$ cat src/sv/ipd_pkg.sv
`default_nettype none

package ipd_pkg;

  localparam int FRAC_BITS  = 8;
  localparam int GAIN_W     = 16;
  localparam int POS_W      = 16;
  localparam int ERR_W      = POS_W + 1;
  localparam int D1_W       = ERR_W + 1;
  localparam int D2_W       = ERR_W + 2;
  localparam int PKP_W      = GAIN_W + D1_W;
  localparam int PKI_W      = GAIN_W + ERR_W;
  localparam int PKD_W      = GAIN_W + D2_W;
  localparam int SUM_W      = PKD_W + 3;
  localparam int LIM_W      = 7;
  localparam int ACC_W      = FRAC_BITS + LIM_W + 1;
  localparam int DRV_W      = 8;
  localparam int DB_W       = 15;
  localparam int CFG_IDX_W  = 3;
  localparam int CFG_DATA_W = 16;

  localparam logic [LIM_W-1:0] CEILING_RST = '1;

  typedef enum logic {
    OP_SAMPLE = 1'b0,
    OP_ENABLE = 1'b1
  } op_t;

  typedef enum logic [CFG_IDX_W-1:0] {
    REG_KP      = 3'd0,
    REG_KI      = 3'd1,
    REG_KD      = 3'd2,
    REG_TARGET  = 3'd3,
    REG_DB      = 3'd4,
    REG_CEILING = 3'd5,
    REG_FLOOR   = 3'd6,
    REG_INVERT  = 3'd7
  } cfg_reg_t;

  typedef struct packed {
    logic signed [GAIN_W-1:0] kp;
    logic signed [GAIN_W-1:0] ki;
    logic signed [GAIN_W-1:0] kd;
    logic signed [POS_W-1:0]  target;
    logic [DB_W-1:0]          dead_band;
    logic [LIM_W-1:0]         ceiling;
    logic [LIM_W-1:0]         floor;
    logic                     invert;
  } cfg_t;

  typedef struct packed {
    op_t                     op;
    logic signed [ERR_W-1:0] err;
    logic                    db_hit;
  } s1_t;

  typedef struct packed {
    op_t                     op;
    logic signed [ERR_W-1:0] err;
    logic                    db_hit;
    logic signed [PKP_W-1:0] pkp;
    logic signed [PKI_W-1:0] pki;
    logic signed [PKD_W-1:0] pkd;
  } s2_t;

  typedef struct packed {
    logic signed [ERR_W-1:0] last;
    logic signed [ERR_W-1:0] prev;
  } hist_t;

endpackage

`default_nettype wire

$ cat src/sv/ipd_cfg.sv
`default_nettype none

module ipd_cfg (
  input  wire logic                           clk,
  input  wire logic                           rst_n,
  input  wire logic                           cfg_we,
  input  wire logic [ipd_pkg::CFG_IDX_W-1:0]  cfg_index,
  input  wire logic [ipd_pkg::CFG_DATA_W-1:0] cfg_data,
  output ipd_pkg::cfg_t                       cfg
);
  import ipd_pkg::*;

  cfg_t cfg_r;
  cfg_t cfg_nxt;

  always_comb begin
    cfg_nxt = cfg_r;
    if (cfg_we) begin
      unique case (cfg_reg_t'(cfg_index))
        REG_KP:      cfg_nxt.kp        = $signed(cfg_data[GAIN_W-1:0]);
        REG_KI:      cfg_nxt.ki        = $signed(cfg_data[GAIN_W-1:0]);
        REG_KD:      cfg_nxt.kd        = $signed(cfg_data[GAIN_W-1:0]);
        REG_TARGET:  cfg_nxt.target    = $signed(cfg_data[POS_W-1:0]);
        REG_DB:      cfg_nxt.dead_band = cfg_data[DB_W-1:0];
        REG_CEILING: cfg_nxt.ceiling   = cfg_data[LIM_W-1:0];
        REG_FLOOR:   cfg_nxt.floor     = cfg_data[LIM_W-1:0];
        REG_INVERT:  cfg_nxt.invert    = cfg_data[0];
      endcase
    end
  end

  always_ff @(posedge clk) begin
    if (!rst_n) begin
      cfg_r.kp        <= '0;
      cfg_r.ki        <= '0;
      cfg_r.kd        <= '0;
      cfg_r.target    <= '0;
      cfg_r.dead_band <= '0;
      cfg_r.ceiling   <= CEILING_RST;
      cfg_r.floor     <= '0;
      cfg_r.invert    <= 1'b1;
    end else begin
      cfg_r <= cfg_nxt;
    end
  end

  assign cfg = cfg_r;

endmodule

`default_nettype wire

$ cat src/sv/ipd_front.sv
`default_nettype none

module ipd_front (
  input  wire logic                             clk,
  input  wire logic                             rst_n,
  input  ipd_pkg::cfg_t                         cfg,
  input  wire logic                             in_valid,
  output logic                                  in_ready,
  input  wire logic                             in_op,
  input  wire logic signed [ipd_pkg::POS_W-1:0] in_feedback,
  output logic                                  s1_valid,
  input  wire logic                             s1_ready,
  output ipd_pkg::s1_t                          s1
);
  import ipd_pkg::*;

  logic                    s1_v_r;
  s1_t                     s1_r;
  s1_t                     s1_nxt;
  logic signed [ERR_W-1:0] err;
  logic [ERR_W-1:0]        mag;

  // error and deadband test are state free, so they are done on the way in
  always_comb begin
    err = ERR_W'(cfg.target) - ERR_W'(in_feedback);
    mag = err[ERR_W-1] ? ERR_W'(-err) : ERR_W'(err);
    s1_nxt.op     = op_t'(in_op);
    s1_nxt.err    = err;
    s1_nxt.db_hit = (mag <= ERR_W'(cfg.dead_band));
  end

  assign in_ready = !s1_v_r || s1_ready;

  always_ff @(posedge clk) begin
    if (!rst_n) begin
      s1_v_r <= 1'b0;
    end else if (in_ready) begin
      s1_v_r <= in_valid;
    end
  end

  always_ff @(posedge clk) begin
    if (in_valid && in_ready) begin
      s1_r <= s1_nxt;
    end
  end

  assign s1_valid = s1_v_r;
  assign s1       = s1_r;

endmodule

`default_nettype wire

$ cat src/sv/ipd_mul.sv
`default_nettype none

module ipd_mul (
  input  wire logic     clk,
  input  wire logic     rst_n,
  input  ipd_pkg::cfg_t cfg,
  input  ipd_pkg::hist_t hist,
  input  wire logic     s1_valid,
  output logic          s1_ready,
  input  ipd_pkg::s1_t  s1,
  output logic          s2_valid,
  input  wire logic     s2_ready,
  output ipd_pkg::s2_t  s2
);
  import ipd_pkg::*;

  logic                    s2_v_r;
  s2_t                     s2_r;
  s2_t                     s2_nxt;
  logic signed [D1_W-1:0]  d1;
  logic signed [D2_W-1:0]  d2;

  always_comb begin
    d1 = D1_W'(s1.err) - D1_W'(hist.last);
    d2 = D2_W'(s1.err) - D2_W'(hist.last) - D2_W'(hist.last) + D2_W'(hist.prev);
    s2_nxt.op     = s1.op;
    s2_nxt.err    = s1.err;
    s2_nxt.db_hit = s1.db_hit;
    s2_nxt.pkp    = cfg.kp * d1;
    s2_nxt.pki    = cfg.ki * s1.err;
    s2_nxt.pkd    = cfg.kd * d2;
  end

  assign s1_ready = !s2_v_r || s2_ready;

  always_ff @(posedge clk) begin
    if (!rst_n) begin
      s2_v_r <= 1'b0;
    end else if (s1_ready) begin
      s2_v_r <= s1_valid;
    end
  end

  always_ff @(posedge clk) begin
    if (s1_valid && s1_ready) begin
      s2_r <= s2_nxt;
    end
  end

  assign s2_valid = s2_v_r;
  assign s2       = s2_r;

endmodule

`default_nettype wire

$ cat src/sv/ipd_core.sv
`default_nettype none

module ipd_core (
  input  wire logic                             clk,
  input  wire logic                             rst_n,
  input  ipd_pkg::cfg_t                         cfg,
  input  wire logic                             s2_valid,
  output logic                                  s2_ready,
  input  ipd_pkg::s2_t                          s2,
  output ipd_pkg::hist_t                        hist,
  output logic                                  out_valid,
  input  wire logic                             out_ready,
  output logic signed [ipd_pkg::DRV_W-1:0]      out_motor_drive,
  output logic signed [ipd_pkg::DRV_W-1:0]      out_next_drive,
  output logic                                  out_aimed,
  output logic                                  out_active
);
  import ipd_pkg::*;

  logic                    armed_r, armed_nxt;
  logic signed [ACC_W-1:0] acc_r, acc_nxt;
  logic signed [ERR_W-1:0] last_r, last_nxt;
  logic signed [ERR_W-1:0] prev_r, prev_nxt;
  logic signed [DRV_W-1:0] held_r, held_nxt;
  logic                    out_v_r;
  logic signed [DRV_W-1:0] motor_r, motor_nxt;
  logic signed [DRV_W-1:0] next_r, next_nxt;
  logic                    aimed_r, aimed_nxt;
  logic                    active_r, active_nxt;

  logic                    commit;
  logic                    shift;
  logic signed [SUM_W-1:0] sum;
  logic signed [SUM_W-1:0] ceil_v;
  logic signed [SUM_W-1:0] floor_v;
  logic signed [SUM_W-1:0] lim;
  logic signed [ACC_W-1:0] acc_lim;
  logic [ACC_W-1:0]        acc_mag;
  logic [DRV_W-1:0]        int_mag;
  logic signed [DRV_W-1:0] drive_new;
  logic signed [DRV_W-1:0] applied;

  assign s2_ready = !out_v_r || out_ready;
  assign commit   = s2_valid && s2_ready;
  assign shift    = s2_valid && (s2.op == OP_SAMPLE) && armed_r && !s2.db_hit;

  // history bypass for the transaction entering the multiply stage
  always_comb begin
    if (shift) begin
      hist.last = s2.err;
      hist.prev = last_r;
    end else begin
      hist.last = last_r;
      hist.prev = prev_r;
    end
  end

  always_comb begin
    sum = SUM_W'(acc_r) + SUM_W'(s2.pkp) + SUM_W'(s2.pki) + SUM_W'(s2.pkd);
    ceil_v  = $signed(SUM_W'({cfg.ceiling, {FRAC_BITS{1'b0}}}));
    floor_v = $signed(SUM_W'({cfg.floor, {FRAC_BITS{1'b0}}}));
    priority if (sum > ceil_v) begin
      lim = ceil_v;
    end else if (sum < -ceil_v) begin
      lim = -ceil_v;
    end else if (!sum[SUM_W-1] && (sum < floor_v)) begin
      lim = floor_v;
    end else if (sum[SUM_W-1] && (sum > -floor_v)) begin
      lim = -floor_v;
    end else begin
      lim = sum;
    end
    acc_lim   = ACC_W'(lim);
    acc_mag   = acc_lim[ACC_W-1] ? ACC_W'(-acc_lim) : ACC_W'(acc_lim);
    int_mag   = acc_mag[ACC_W-1:FRAC_BITS];
    drive_new = acc_lim[ACC_W-1] ? DRV_W'(-$signed(int_mag)) : $signed(int_mag);
    applied   = cfg.invert ? DRV_W'(-held_r) : held_r;
  end

  always_comb begin
    armed_nxt  = armed_r;
    acc_nxt    = acc_r;
    last_nxt   = last_r;
    prev_nxt   = prev_r;
    held_nxt   = held_r;
    motor_nxt  = '0;
    next_nxt   = '0;
    aimed_nxt  = 1'b0;
    active_nxt = 1'b0;
    if (s2.op == OP_ENABLE) begin
      armed_nxt = 1'b1;
      held_nxt  = '0;
    end else if (armed_r) begin
      motor_nxt  = applied;
      active_nxt = 1'b1;
      if (s2.db_hit) begin
        armed_nxt = 1'b0;
        held_nxt  = '0;
        aimed_nxt = 1'b1;
      end else begin
        acc_nxt  = acc_lim;
        prev_nxt = last_r;
        last_nxt = s2.err;
        held_nxt = drive_new;
        next_nxt = drive_new;
      end
    end
  end

  always_ff @(posedge clk) begin
    if (!rst_n) begin
      armed_r <= 1'b0;
      acc_r   <= '0;
      last_r  <= '0;
      prev_r  <= '0;
      held_r  <= '0;
      out_v_r <= 1'b0;
    end else begin
      if (s2_ready) begin
        out_v_r <= s2_valid;
      end
      if (commit) begin
        armed_r <= armed_nxt;
        acc_r   <= acc_nxt;
        last_r  <= last_nxt;
        prev_r  <= prev_nxt;
        held_r  <= held_nxt;
      end
    end
  end

  always_ff @(posedge clk) begin
    if (commit) begin
      motor_r  <= motor_nxt;
      next_r   <= next_nxt;
      aimed_r  <= aimed_nxt;
      active_r <= active_nxt;
    end
  end

  assign out_valid       = out_v_r;
  assign out_motor_drive = motor_r;
  assign out_next_drive  = next_r;
  assign out_aimed       = aimed_r;
  assign out_active      = active_r;

endmodule

`default_nettype wire

$ cat src/sv/incremental_pid_deadband_unit.sv
// Incremental PID position loop with deadband and drive limits.
// Input channel (in_valid/in_ready): in_op selects a sample transaction (0)
// carrying in_feedback, or an enable transaction (1) that arms the loop and
// zeroes the held drive.
// Result channel (out_valid/out_ready): one result per input transaction,
// with the drive applied this tick, the new held drive, aimed and active.
// Configuration port: cfg_we writes cfg_data to the register at cfg_index
// at the clock edge; write only while no transaction is in flight.
// Pipeline: input register, gain multiply stage, accumulate/limit stage into
// the output register; out_valid rises once a transaction has passed all
// three and stays high until out_ready takes the result.
// Throughput: 1 transaction per cycle while out_ready is high; the
// accumulator update and limiting are combinational ahead of the output
// register and error history is bypassed into the multiply stage.
// Reset (rst_n low at a clock edge): loop disarmed, accumulator, error
// history and held drive cleared, gains zero, ceiling 127, invert set.
// When out_ready is low the pipeline holds; in_ready drops once all three
// stages are full.
`default_nettype none

module incremental_pid_deadband_unit (
  input  wire logic                             clk,
  input  wire logic                             rst_n,
  input  wire logic                             in_valid,
  output logic                                  in_ready,
  input  wire logic                             in_op,
  input  wire logic signed [ipd_pkg::POS_W-1:0] in_feedback,
  output logic                                  out_valid,
  input  wire logic                             out_ready,
  output logic signed [ipd_pkg::DRV_W-1:0]      out_motor_drive,
  output logic signed [ipd_pkg::DRV_W-1:0]      out_next_drive,
  output logic                                  out_aimed,
  output logic                                  out_active,
  input  wire logic                             cfg_we,
  input  wire logic [ipd_pkg::CFG_IDX_W-1:0]    cfg_index,
  input  wire logic [ipd_pkg::CFG_DATA_W-1:0]   cfg_data
);
  import ipd_pkg::*;

  cfg_t  cfg;
  hist_t hist;
  s1_t   s1;
  s2_t   s2;
  logic  s1_valid, s1_ready;
  logic  s2_valid, s2_ready;

  ipd_cfg u_cfg (
    .clk       (clk),
    .rst_n     (rst_n),
    .cfg_we    (cfg_we),
    .cfg_index (cfg_index),
    .cfg_data  (cfg_data),
    .cfg       (cfg)
  );

  ipd_front u_front (
    .clk         (clk),
    .rst_n       (rst_n),
    .cfg         (cfg),
    .in_valid    (in_valid),
    .in_ready    (in_ready),
    .in_op       (in_op),
    .in_feedback (in_feedback),
    .s1_valid    (s1_valid),
    .s1_ready    (s1_ready),
    .s1          (s1)
  );

  ipd_mul u_mul (
    .clk      (clk),
    .rst_n    (rst_n),
    .cfg      (cfg),
    .hist     (hist),
    .s1_valid (s1_valid),
    .s1_ready (s1_ready),
    .s1       (s1),
    .s2_valid (s2_valid),
    .s2_ready (s2_ready),
    .s2       (s2)
  );

  ipd_core u_core (
    .clk             (clk),
    .rst_n           (rst_n),
    .cfg             (cfg),
    .s2_valid        (s2_valid),
    .s2_ready        (s2_ready),
    .s2              (s2),
    .hist            (hist),
    .out_valid       (out_valid),
    .out_ready       (out_ready),
    .out_motor_drive (out_motor_drive),
    .out_next_drive  (out_next_drive),
    .out_aimed       (out_aimed),
    .out_active      (out_active)
  );

endmodule

`default_nettype wire
$ cat config.mk
export PLATFORM = sky130hd
export DESIGN_NAME = incremental_pid_deadband_unit
export DESIGN_NICKNAME = d
export VERILOG_FILES = /design/src/sv/ipd_pkg.sv /design/src/sv/ipd_cfg.sv /design/src/sv/ipd_front.sv /design/src/sv/ipd_mul.sv /design/src/sv/ipd_core.sv /design/src/sv/incremental_pid_deadband_unit.sv
export SDC_FILE = /design/constraint.sdc
export NUM_CORES = 2
export LEC_CHECK = 0
export ABC_AREA = 1
export BUFFER_PORTS_ARGS = -buffer_cell sky130_fd_sc_hd__buf_2
export CAP_MARGIN = 10
export CORE_ASPECT_RATIO = 0.9
export CORE_MARGIN = 5
export CORE_UTILIZATION = 45
export CTS_BUF_LIST = sky130_fd_sc_hd__clkbuf_4 sky130_fd_sc_hd__clkbuf_8
export CTS_CLUSTER_DIAMETER = 80
export DETAILED_ROUTE_END_ITERATION = 8
export GPL_ROUTABILITY_DRIVEN = 0
export GPL_TIMING_DRIVEN = 0
export PLACE_DENSITY = 0.58
export REMOVE_ABC_BUFFERS = 1
export SYNTH_ARGS = -nofsm -noshare
export SYNTH_HDL_FRONTEND = slang
export SYNTH_HIERARCHICAL = 1
export SYNTH_SLANG_ARGS = --single-unit
$ cat constraint.sdc
create_clock -name clk -period 18.15 [get_ports clk]
set_clock_uncertainty 0.2 [all_clocks]
set_input_delay 1.815 -clock clk [delete_from_list [all_inputs] [get_ports clk]]
set_output_delay 1.815 -clock clk [all_outputs]
set_load 0.1 [all_outputs]
==> out/results.ini <==
[clock_tree]
post_cts_buffers=0
cts_hold_buf=0
cts_max_level=2
clock_latency_ns=0.71
clk_pin_slew_worst_paths_ns=0.06
clock-sinks=314
numCtsBuffers=58
tritoncts=yes
cts-root-buf=clkbuf_8
clk_path_buf_depth=3
cts.repair.resized=0

[drt]
drt-wirelength-per-cell_um=18.04
routed_wl_mm=174.4
dr.pass1.iters=5
num_vias=48790
drtAntennaViolNets=0
viasPerCell=5.047
drc=0
drt_iter0_drc=3565

[sta]
final-setup-viol-count=0
fin_crit_sh_pct=60.22
rsz0062_at_grt=false
fmax_ghz=0.09149
min_period_ns=10.93
finalHoldViolCount=0
slew_violations=0
whs_ns=0.2264
slew_headroom_pct=7.474
fin_tns_setup_ns=0
max_slew.worst_pin.slew_ns=1.383
fin_ws_ns=7.219

[logic_synthesis]
ys_seq_area_share_pct=13.29
ys_ff_latch=314
async_flop_share_pct=0
yosysTopAreaCellShare_pct=32.30
syn_area_per_cell_um2=7.438
synth_top_area_cell=fa_1
synth_area_um2=59190
ys_types=58
synthTopCellsByArea=fa_1, nand2_1, inv_1
yosysWarnings=6
synthCells=7957
synth_ff_type=edfxtp_1
synth_edf_count=158

[grt]
grt_first_pass_wirelength_mm=276.1
antenna_found_initial=7
grt_start_max_net_pins=81
track_usage_pct=25.34
grt_pass1_vias=48970
grt_overflow=0

[critical_path]
setup.worst_path.class=reg -> reg
critPathSlowestCell=xor2_1
crit_fanout=15
cp.arrival_ns=11.16
r2r_setup_slack_ns=7.22
path_common_cell=fa_1
end_kind=register
setup.worst_path.start=u_mul/s2[120]
reg2reg_from=u_mul/s2[120]
ff2ff_path_depth=32
cp_slowest_stage_delay_ns=1.09
cp.required_ns=18.38
worstSetupStartpointType=register
rr_endpoint=u_mul/s2[31]

[final_layout]
nets=9323
design_area_um2=62260
area_growth_pct=5.196
final_common_cell=nand2_1
drive_gt1_share_pct=5.052
final_cell_mix=nand2_1, inv_1, fa_1

[power]
power_density_nw_per_um2=102.7
p_leak_nw=32.45
finalPower_w=0.006391
ir_drop_uv=85.17

[floorplanning]
coreArea_um2=130900
die_x_um=392.3
start_util_pct=45.23
rows=126
io_pins=61
dieArea_um2=138900
dieHeight_um=354.1

[worst_hold_path]
hp-start=u_front/s1[18]
hold-path-cell-count=0
hold_class=reg -> reg
min_to=u_mul/s2[120]

[placed_design]
dp_hpwl_mm=146.1
pre_cts_slack_ns=7.336
postPlaceCellArea_um2=61050
port_buffers=60

[job]
drv_cap=0

[outcome]
status=finished, final reports clean

==> critical path: cells and delay by family (launching register included) <==
kind                     cells  cell delay (ns)
adder cells (fa/ha/maj)     10             4.89
AND/OR/NAND/NOR             14             3.06
XOR/XNOR                     1             1.09
buffers and inverters        6             0.72
flip-flops                   1             0.41
AO/OA/AOI/OAI                1             0.28
==> synth_stat cells, types with 7 or more instances <==
master / count
nand3_2: 24
inv_2: 38
xor2_1: 94
ha_1: 439
fa_1: 955
clkbuf_1: 152
edfxtp_1: 158
clkinv_1: 7
nor2_2: 25
buf_4: 14
o211ai_1: 8
inv_1: 1968
buf_2: 27
xnor2_1: 27
nand2_1: 1972
dfxtp_1: 156
o21bai_1: 33
nor2_1: 693
nand3_1: 436
nor3_1: 52
o21ai_0: 152
or2_2: 13
a21oi_1: 255
nor3_2: 7
nand2_4: 8
nand3b_1: 15
nand2_2: 63
o21ai_1: 9
nor2_4: 11
nand4_1: 74
==> layout make-up <==
type,count,area (um^2)
Sequential cell,314,7868
Inverter,2013,7556
Clock inverter,28,205.2
Timing Repair Buffer,73,556.8
Multi-Input combinational cell,5428,42910
Clock buffer,82,1003
Antenna cell,2,5.005
Tap cell,1728,2162
Fill cell,13230,68590
==> registers in the layout, summed over array words and instances (netlist names) <==
register                flops
u_cfg/cfg                  94
u_core/acc_r               16
u_core/armed_r              1
u_core/held_r               8
u_core/last_r              17
u_core/out_active           1
u_core/out_aimed            1
u_core/out_motor_drive      8
u_core/out_next_drive       8
u_core/out_valid            1
u_core/prev_r              17
u_front/s1                 19
u_front/s1_valid            1
u_mul/s2                  121
u_mul/s2_valid              1
==> power breakdown <==
part	switching (W)	internal, W
sequential	0.0000773	0.000844
combinational	0.00322	0.00154
clock	0.000324	0.000389
total	0.00362	0.00277
==> logic make-up (layout without fill, tap and decap cells) <==
| logic type | count (synthesis) | count (layout) | synth area share, % |
|---|---|---|---|
| simple gates | 3418 | 3418 | 24.33 |
| buf+inv | 2215 | 2196 | 14.27 |
| xor+xnor | 129 | 129 | 2.067 |
| other cells | 0 | 2 | 0 |
| fa+ha+maj | 1394 | 1394 | 41.58 |
| flops | 314 | 314 | 13.29 |
| compound gates | 487 | 487 | 4.456 |
==> worst max-delay path by stage <==
stage,to,slack (ns),depth (start not counted)
CTS,u_mul/s2[31],7.33,36
global route,u_mul/s2[31],6.41,38
global placement,u_mul/s2[31],4.23,32
floorplan,u_mul/s2[26],7.58,35
detailed placement,u_mul/s2[31],7.34,36
finish,u_mul/s2[31],7.22,32
==> metal layers <==
layer  track usage [%]  share of wire (%)  up-vias
li1                  -                  -    23510
met1             36.36                 46    23610
met2             39.75                 44     1474
met3             4.772                7.7      205
met4             6.072                2.5        0
met5                 0                  0        -
==> through the flow <==
step	instances	util [%]
floorplan	7755	-
global placement	9543	46.44
detailed placement	9556	46.66
CTS	9666	47.58
global route	9667	47.58
finish	9668	47.58
Power figures use the tool's default switching activity.
